## src/rtl/core/kgr_pkg.sv

```systemverilog
// ---------------------------------------------------------------------------
// kgr_pkg: shared types and constants for the group reverse reorder block
// Command and status bundles between controller and datapath, field widths.
// ---------------------------------------------------------------------------
`default_nettype none

package kgr_pkg;

  localparam int unsigned DataW = 32;
  localparam int unsigned CfgW  = 5;

  localparam logic [CfgW-1:0] GroupSizeReset = 5'd2;

  // controller -> datapath
  typedef struct packed {
    logic accept;  // take the input item, write it into the buffer
    logic issue;   // read the next buffered value toward the output
  } kgr_cmd_t;

  // datapath -> controller
  typedef struct packed {
    logic emit_needed;  // current input completes a group or ends the sequence
    logic out_free;     // output register can take a new value this cycle
    logic last_read;    // the pending read is the final one of the burst
  } kgr_stat_t;

endpackage

`default_nettype wire

```

## src/rtl/core/kgr_ram.sv

```systemverilog
// ---------------------------------------------------------------------------
// kgr_ram: generic single-port-write, single-port-read RAM
// One write and one registered read per cycle; read data holds between reads.
// ---------------------------------------------------------------------------
`default_nettype none

module kgr_ram #(
  parameter int unsigned Width = 32,
  parameter int unsigned Depth = 16
) (
  input  wire logic                     clk_i,
  input  wire logic                     we_i,
  input  wire logic [$clog2(Depth)-1:0] waddr_i,
  input  wire logic [Width-1:0]         wdata_i,
  input  wire logic                     re_i,
  input  wire logic [$clog2(Depth)-1:0] raddr_i,
  output      logic [Width-1:0]         rdata_o
);

  logic [Width-1:0] mem_q [Depth];
  logic [Width-1:0] rdata_q;

  always_ff @(posedge clk_i) begin
    if (we_i) begin
      mem_q[waddr_i] <= wdata_i;
    end
    if (re_i) begin
      rdata_q <= mem_q[raddr_i];
    end
  end

  assign rdata_o = rdata_q;

endmodule

`default_nettype wire

```

## src/rtl/core/kgr_ctrl.sv

```systemverilog
// ---------------------------------------------------------------------------
// kgr_ctrl: sequencing controller
// Alternates between collecting items and draining a burst from the buffer.
// ---------------------------------------------------------------------------
`default_nettype none

module kgr_ctrl
  import kgr_pkg::*;
(
  input  wire logic      clk_i,
  input  wire logic      rst_ni,
  input  wire logic      in_valid_i,
  output      logic      in_stall_o,
  input  wire kgr_stat_t stat_i,
  output      kgr_cmd_t  cmd_o
);

  localparam logic StIdle = 1'b0;
  localparam logic StEmit = 1'b1;

  logic state_q, state_d;

  always_comb begin
    state_d      = state_q;
    cmd_o.accept = 1'b0;
    cmd_o.issue  = 1'b0;
    case (state_q)
      StIdle: begin
        cmd_o.accept = in_valid_i;
        if (in_valid_i && stat_i.emit_needed) begin
          state_d = StEmit;
        end
      end
      StEmit: begin
        // advance one read whenever the output register frees up
        cmd_o.issue = stat_i.out_free;
        if (stat_i.out_free && stat_i.last_read) begin
          state_d = StIdle;
        end
      end
      default: begin
        state_d = StIdle;
      end
    endcase
  end

  always_ff @(posedge clk_i or negedge rst_ni) begin
    if (!rst_ni) begin
      state_q <= StIdle;
    end else begin
      state_q <= state_d;
    end
  end

  assign in_stall_o = (state_q != StIdle);

endmodule

`default_nettype wire

```

## src/rtl/core/kgr_dp.sv

```systemverilog
// ---------------------------------------------------------------------------
// kgr_dp: group buffer datapath
// Holds the group size, fill count, buffer RAM, burst index and output flags.
// ---------------------------------------------------------------------------
`default_nettype none

module kgr_dp
  import kgr_pkg::*;
#(
  parameter int unsigned MaxGroup = 16
) (
  input  wire logic             clk_i,
  input  wire logic             rst_ni,
  input  wire logic             cfg_we_i,
  input  wire logic [CfgW-1:0]  cfg_wdata_i,
  input  wire logic [DataW-1:0] value_i,
  input  wire logic             seq_end_i,
  input  wire kgr_cmd_t         cmd_i,
  output      kgr_stat_t        stat_o,
  output      logic [DataW-1:0] out_value_o,
  output      logic             out_valid_o,
  output      logic             out_run_last_o,
  output      logic             out_seq_end_o,
  input  wire logic             out_stall_i
);

  localparam int unsigned AddrW = $clog2(MaxGroup);
  localparam int unsigned CntW  = $clog2(MaxGroup + 1);
  localparam int unsigned KW    = (CntW > CfgW) ? CntW : CfgW;

  logic [CfgW-1:0]  group_size_q;
  logic [AddrW-1:0] fill_q;
  logic [CntW-1:0]  n_q;
  logic [AddrW-1:0] idx_q;
  logic             rev_q, end_q;
  logic             out_valid_q, out_last_q, out_end_q;

  logic [KW-1:0]    gs_ext, k_eff, n_new_ext;
  logic [CntW-1:0]  n_new;
  logic             full_grp;
  logic             out_taken;
  logic [CntW-1:0]  rev_addr;
  logic [AddrW-1:0] raddr;

  // clamp the group size into 1..MaxGroup
  always_comb begin
    gs_ext = KW'(group_size_q);
    if (gs_ext == '0) begin
      k_eff = KW'(1);
    end else if (gs_ext > KW'(MaxGroup)) begin
      k_eff = KW'(MaxGroup);
    end else begin
      k_eff = gs_ext;
    end
  end

  assign n_new     = CntW'(fill_q) + CntW'(1);
  assign n_new_ext = KW'(n_new);
  assign full_grp  = (n_new_ext >= k_eff);

  assign out_taken = out_valid_q && !out_stall_i;
  assign rev_addr  = n_q - CntW'(1) - CntW'(idx_q);
  assign raddr     = rev_q ? rev_addr[AddrW-1:0] : idx_q;

  assign stat_o.emit_needed = full_grp || seq_end_i;
  assign stat_o.out_free    = !out_valid_q || out_taken;
  assign stat_o.last_read   = (CntW'(idx_q) == (n_q - CntW'(1)));

  always_ff @(posedge clk_i or negedge rst_ni) begin
    if (!rst_ni) begin
      group_size_q <= GroupSizeReset;
      fill_q       <= '0;
      out_valid_q  <= 1'b0;
    end else begin
      if (cfg_we_i) begin
        group_size_q <= cfg_wdata_i;
      end
      if (cmd_i.accept) begin
        fill_q <= (full_grp || seq_end_i) ? '0 : n_new[AddrW-1:0];
      end
      if (cmd_i.issue) begin
        out_valid_q <= 1'b1;
      end else if (out_taken) begin
        out_valid_q <= 1'b0;
      end
    end
  end

  // burst bookkeeping, no reset needed
  always_ff @(posedge clk_i) begin
    if (cmd_i.accept) begin
      n_q   <= n_new;
      rev_q <= full_grp;
      end_q <= seq_end_i;
      idx_q <= '0;
    end else if (cmd_i.issue) begin
      idx_q <= idx_q + AddrW'(1);
    end
    if (cmd_i.issue) begin
      out_last_q <= stat_o.last_read;
      out_end_q  <= stat_o.last_read && end_q;
    end
  end

  kgr_ram #(
    .Width (DataW),
    .Depth (MaxGroup)
  ) u_buf (
    .clk_i   (clk_i),
    .we_i    (cmd_i.accept),
    .waddr_i (fill_q),
    .wdata_i (value_i),
    .re_i    (cmd_i.issue),
    .raddr_i (raddr),
    .rdata_o (out_value_o)
  );

  assign out_valid_o    = out_valid_q;
  assign out_run_last_o = out_last_q;
  assign out_seq_end_o  = out_end_q;

endmodule

`default_nettype wire

```

## src/rtl/core/k_group_reverse_reorder.sv

```systemverilog
// ---------------------------------------------------------------------------
// k_group_reverse_reorder: reverse a value stream in groups of group_size
// Buffers items, then replays each full group reversed and a trailing
// partial group in arrival order.
// ---------------------------------------------------------------------------
// Items are collected one per cycle into a MAX_GROUP deep buffer RAM. An item
// that completes a group (held count reaches the clamped group size) or that
// carries seq_end starts a burst: the input stalls while the held values are
// read back through the RAM's registered read port, which doubles as the
// output register, one per cycle unless the output stalls. The input is open
// again once the last read of a burst is issued, even while that last result
// still waits downstream. group_size is a 5-bit register (reset 2); zero acts
// as 1 and values above MAX_GROUP act as MAX_GROUP. Write it only while idle.
// ---------------------------------------------------------------------------
`default_nettype none

module k_group_reverse_reorder
  import kgr_pkg::*;
#(
  parameter int unsigned MAX_GROUP = 16
) (
  input  wire logic               clk_i,
  input  wire logic               rst_ni,
  // configuration
  input  wire logic               cfg_we_i,
  input  wire logic [CfgW-1:0]    cfg_wdata_i,
  // input channel
  input  wire logic               in_valid_i,
  output      logic               in_stall_o,
  input  wire logic signed [31:0] value_i,
  input  wire logic               seq_end_i,
  // output channel
  output      logic               out_valid_o,
  input  wire logic               out_stall_i,
  output      logic signed [31:0] out_value_o,
  output      logic               out_run_last_o,
  output      logic               out_seq_end_o
);

  kgr_cmd_t         cmd;
  kgr_stat_t        stat;
  logic [DataW-1:0] rd_value;

  // sequencing: collect, then drain
  kgr_ctrl u_ctrl (
    .clk_i      (clk_i),
    .rst_ni     (rst_ni),
    .in_valid_i (in_valid_i),
    .in_stall_o (in_stall_o),
    .stat_i     (stat),
    .cmd_o      (cmd)
  );

  // buffer, counters and output register
  kgr_dp #(
    .MaxGroup (MAX_GROUP)
  ) u_dp (
    .clk_i          (clk_i),
    .rst_ni         (rst_ni),
    .cfg_we_i       (cfg_we_i),
    .cfg_wdata_i    (cfg_wdata_i),
    .value_i        (DataW'(value_i)),
    .seq_end_i      (seq_end_i),
    .cmd_i          (cmd),
    .stat_o         (stat),
    .out_value_o    (rd_value),
    .out_valid_o    (out_valid_o),
    .out_run_last_o (out_run_last_o),
    .out_seq_end_o  (out_seq_end_o),
    .out_stall_i    (out_stall_i)
  );

  assign out_value_o = signed'(rd_value);

  // reads happen only during a burst, while the input is held off
  a_issue_in_burst : assert property (@(posedge clk_i) disable iff (!rst_ni)
    cmd.issue |-> in_stall_o)
    else $error("buffer read issued outside a burst");

  // an item that finishes a group or sequence must start a burst
  a_burst_starts : assert property (@(posedge clk_i) disable iff (!rst_ni)
    (cmd.accept && stat.emit_needed) |=> (in_stall_o && out_valid_o == $past(out_valid_o
      && out_stall_i)) || in_stall_o)
    else $error("burst did not start after completing item");

  // sequence end is flagged only on the last result of a burst
  a_end_on_last : assert property (@(posedge clk_i) disable iff (!rst_ni)
    (out_valid_o && out_seq_end_o) |-> out_run_last_o)
    else $error("sequence end flagged on a non-final result");

  // an item that neither completes a group nor ends the sequence starts no burst
  a_no_spurious : assert property (@(posedge clk_i) disable iff (!rst_ni)
    (cmd.accept && !stat.emit_needed) |=> !in_stall_o)
    else $error("burst started without a completing item");

endmodule

`default_nettype wire

```

## config.mk

```make
export PLATFORM = sky130hd
export DESIGN_NAME = k_group_reverse_reorder
export DESIGN_NICKNAME = d
export VERILOG_FILES = /design/src/rtl/core/kgr_pkg.sv /design/src/rtl/core/kgr_ram.sv /design/src/rtl/core/kgr_ctrl.sv /design/src/rtl/core/kgr_dp.sv /design/src/rtl/core/k_group_reverse_reorder.sv
export SDC_FILE = /design/constraint.sdc
export NUM_CORES = 1
export LEC_CHECK = 0
export BUFFER_PORTS_ARGS = -buffer_cell sky130_fd_sc_hd__buf_2
export CELL_PAD_IN_SITES_DETAIL_PLACEMENT = 1
export CELL_PAD_IN_SITES_GLOBAL_PLACEMENT = 1
export CORE_ASPECT_RATIO = 0.8
export CORE_MARGIN = 10
export CORE_UTILIZATION = 40
export CTS_CLUSTER_DIAMETER = 30
export DETAILED_ROUTE_END_ITERATION = 6
export MAX_ROUTING_LAYER = met4
export PLACE_DENSITY_LB_ADDON = 0.1
export REMOVE_ABC_BUFFERS = 1
export SETUP_SLACK_MARGIN = 0.05
export SYNTH_ARGS = -nofsm -noshare
export SYNTH_HDL_FRONTEND = slang
export SYNTH_SLANG_ARGS = --single-unit
```

## constraint.sdc

```tcl
create_clock -name clk_i -period 3 [get_ports clk_i]
set_clock_uncertainty 0.05 [all_clocks]
set_input_delay 0 -clock clk_i [delete_from_list [all_inputs] [get_ports clk_i]]
set_output_delay 0 -clock clk_i [all_outputs]
set_load 0.03 [all_outputs]
```

==> run metrics <==
outcome finished, final reports clean; routed len/inst ~27 um; Setup crit end kind flip-flop; Pint about 23 mW; Root Driver clkbuf_16; worst hold slack roughly 73 ps; switch share about a third; register bit total from synthesis between 500 and 600; crit path DAT approximately 3400 ps; RR Endpoint u_dp.u_buf.rdata_o[2]; number of synthesis warnings 0; RSZ-0062 raised after global routing true; FMAX roughly 340 MHz; PortBufs between 70 and 80; Worst Setup Start Kind flip-flop; Final Hold Viols 0; Fin Setup TNS 0 ps; Placement Rows between 70 and 80; gpl congestion around 0.75; Skew-Pair Late Insertion Delay roughly 660 ps; slew margin rel. 62.5%; Design Power between 30 and 40 mW; share of cells above drive strength 1 between 30% and 40%; largest net degree at the start of global routing 59; CTS clk-pin slew, worst paths around 40 ps; Fillers between 5000 and 6000; Primary FF master, synth edfxtp_1; cell taking the most area after synthesis edfxtp_1; Die Y about 230 um; sw power around 11 mW; Core ar. roughly 56000 um2; R2R setup slack 80 ps; total of max-cap violations 0; grt ovf 0; Synth cell types slightly below 50; Starting Density 40.2%; Tot GR Track Use 20.4%; most used routing layer met2; nets roughly 1700; power per standard cell area roughly 1100 nW/um2; htree depth 3; post-detail-place hpwl 36.6 mm; Detailed Route WL around 67 mm; met2 Use GR a little under a third; DRT Pass-1 Iters 5; Post-Synthesis Cells around 1300; maximum VDD drop between 700 and 800 uV; deepest clock path buffer count 3; Sink Count approximately 570; Final Cycle Share 97.5%; Total Die Area 66800 um2; first-pass GRT wire length a little under 100 mm; Final setup viols 0; CTS tree built; CP startpoint u_dp.n_q[0]; R2R cell count 11; Worst Path Required roughly 3500 ps; initial antenna violation count 3; power share of the sequential group between 20% and 30%; antenna-violating nets left 0; Seq/Total Area, Yosys roughly three quarters; Synth top area share between 70% and 80%; Tightest Hold Check Type in -> reg; Slew @ Worst Pin 560 ps; Worst R2R Start u_dp.n_q[0]; Placed Cells approximately 2200; fin cells roughly 2500; max-slew violation count 0; Global Route met3 Usage 3.74%; Clk pwr share just under 40%; Tmin final between 2000 and 3000 ps; fraction of synthesis flops using an asynchronous set or reset pin under 10%; DRC viols 0; end of the critical path u_dp.u_buf.rdata_o[2]; width of the die 286 um; vias in the first global route ~15000; met1 Usage GRT roughly 28%; TritonCTS buffer count roughly 110; Gate power share approximately 33%; initial DRC count between 900 and 1000; CP cell instances inv_2 -> ha_4 -> fa_2 -> nand2b_4 -> buf_4 -> o21ai_4 -> buf_8 -> mux2i_4 -> a2111oi_4 -> buf_4 -> mux2_2; Mapped Area ~23000 um2; area grow syn2layout 32.7%; CP Class reg -> reg; I/O Pins 79; number of synthesized flops with an enable pin approximately 550; DR vias/cell roughly 5.6; Max stage delay on crit path approximately 560 ps; CP Max Fanout 6; Hold Crit Depth 2; via count approximately 14000; Area contributors post-synth edfxtp_1 (73%), a211oi_1 (6.3%), and3_1 (5.5%); Leakage Power 10.6 nW; Critical Path Most Common Cell buf_4; slowest CP cell fa_2; Syn Area/Cell roughly 17 um2
[cell usage after synthesis, types with 2 or more instances]
master       n
nor2_1      10
a21oi_1      6
dfrtp_1     10
ha_1        14
dfxtp_1      4
mux2i_1     62
nand2_1     11
nand2_4      3
and3_1     199
buf_2       31
nand3_1      5
a211oi_1   192
o21ai_0      4
nor3_1       5
clkbuf_1    44
o32ai_1      2
a2111oi_0   62
a21o_1       3
and2_1      12
o32a_2       3
or2_1        2
mux2_2      35
inv_2        2
inv_1        9
buf_6       13
nand2b_1     4
buf_4       12
o32a_1       3
edfxtp_1   553
xor2_1       3
o211ai_1     2
xnor2_1      7
nor4_1       2
[cell families after synthesis]
logic type	share of synthesized area, %
flip-flops	74.7
adder cells (fa/ha/maj)	0.860
multiplexers	4.62
AND/OR/NAND/NOR	6.93
buffers and inverters	2.65
AO/OA/AOI/OAI	9.70
XOR/XNOR	0.529
[worst max-delay path, delay by kind of cell (launching register included)]
family	cells	cell delay [ps]
adder cells (fa/ha/maj)	2	770
buffers and inverters	4	570
AO/OA/AOI/OAI	2	490
flip-flops	1	420
multiplexers	2	330
AND/OR/NAND/NOR	1	150
[stage by stage]
step / cell area [um2] / utilization, % / setup WS [ps]
floorplan: 22100 / - / -798
global placement: 24900 / 44.1 / -446
detailed placement: 24900 / 44.1 / -484
CTS: 29700 / 52.7 / 25.3
global route: 30100 / 53.4 / -8.40
finish: 30100 / 53.4 / 75.2
[layout by cell type, fill, tap and decap left out, drive strengths merged, types with 14 or more instances in the layout]
cell type	n
buf	189
mux2	36
clkinvlp	14
and3	199
bufinv	24
clkbuf	128
clkinv	39
nand2	15
dlygate4sd3	48
ha	14
a2111oi	62
inv	18
a211oi	192
mux2i	63
edfxtp	553
[timing repair]
action / 4_1_cts / 5_1_grt
endpoints found under the hold margin: 554 / 0
setup buffers: 1 / 2
gates resized for setup: 77 / 85
pin swaps: 6 / 12
setup endpoints to repair: 32 / 32
hold buffers: 48 / 0
[routing by layer]
| metal | up-vias | part of all wire, % |
|---|---|---|
| met3 | 111 | 4.4 |
| met2 | 347 | 47 |
| met4 | 0 | 2.1 |
| met1 | 7120 | 46 |
| met5 | - | 0 |
| li1 | 6078 | - |
[how the worst min path moves through the flow]
stage	start	to	slack (ps)
floorplan	rst_ni	u_ctrl.in_stall_o	-350
global placement	rst_ni	u_dp.out_valid_o	-160
detailed placement	rst_ni	u_dp.out_valid_o	-160
CTS	seq_end_i	u_dp.end_q	40
global route	seq_end_i	u_dp.end_q	60
finish	seq_end_i	u_dp.end_q	70
[power groups by stage]
stage | clock (mW) | combinational, mW | sequential, mW
global placement | 0 | 9.88 | 9.72
global route | 13.9 | 12.0 | 9.61
finish | 13.2 | 11.2 | 9.58
CTS | 13.4 | 10.7 | 9.58
detailed placement | 0 | 9.96 | 9.72
floorplan | 0 | 4.51 | 10.2
[sequential cells by signal, indices dropped and copies added, names as in the netlist]
name                 cells
u_dp.u_buf.mem_q       512
u_dp.u_buf.rdata_o      32
u_dp.group_size_q        5
u_dp.n_q                 5
u_dp.fill_q              4
u_dp.idx_q               4
u_ctrl.in_stall_o        1
u_dp.end_q               1
u_dp.out_run_last_o      1
u_dp.out_seq_end_o       1
u_dp.out_valid_o         1
u_dp.rev_q               1
[area by class of cell]
type	instances	area (um2)	area share (%)
tap	760	951	3.16
timing repair buffer	237	2210	7.33
inverter	12	45.0	0.150
antenna	2	5.00	0.0166
clock inverter	83	1110	3.68
sequential	568	17000	56.3
multi-input combinational	665	5890	19.6
clock buffer	128	2950	9.78
Power figures use the tool's default switching activity.
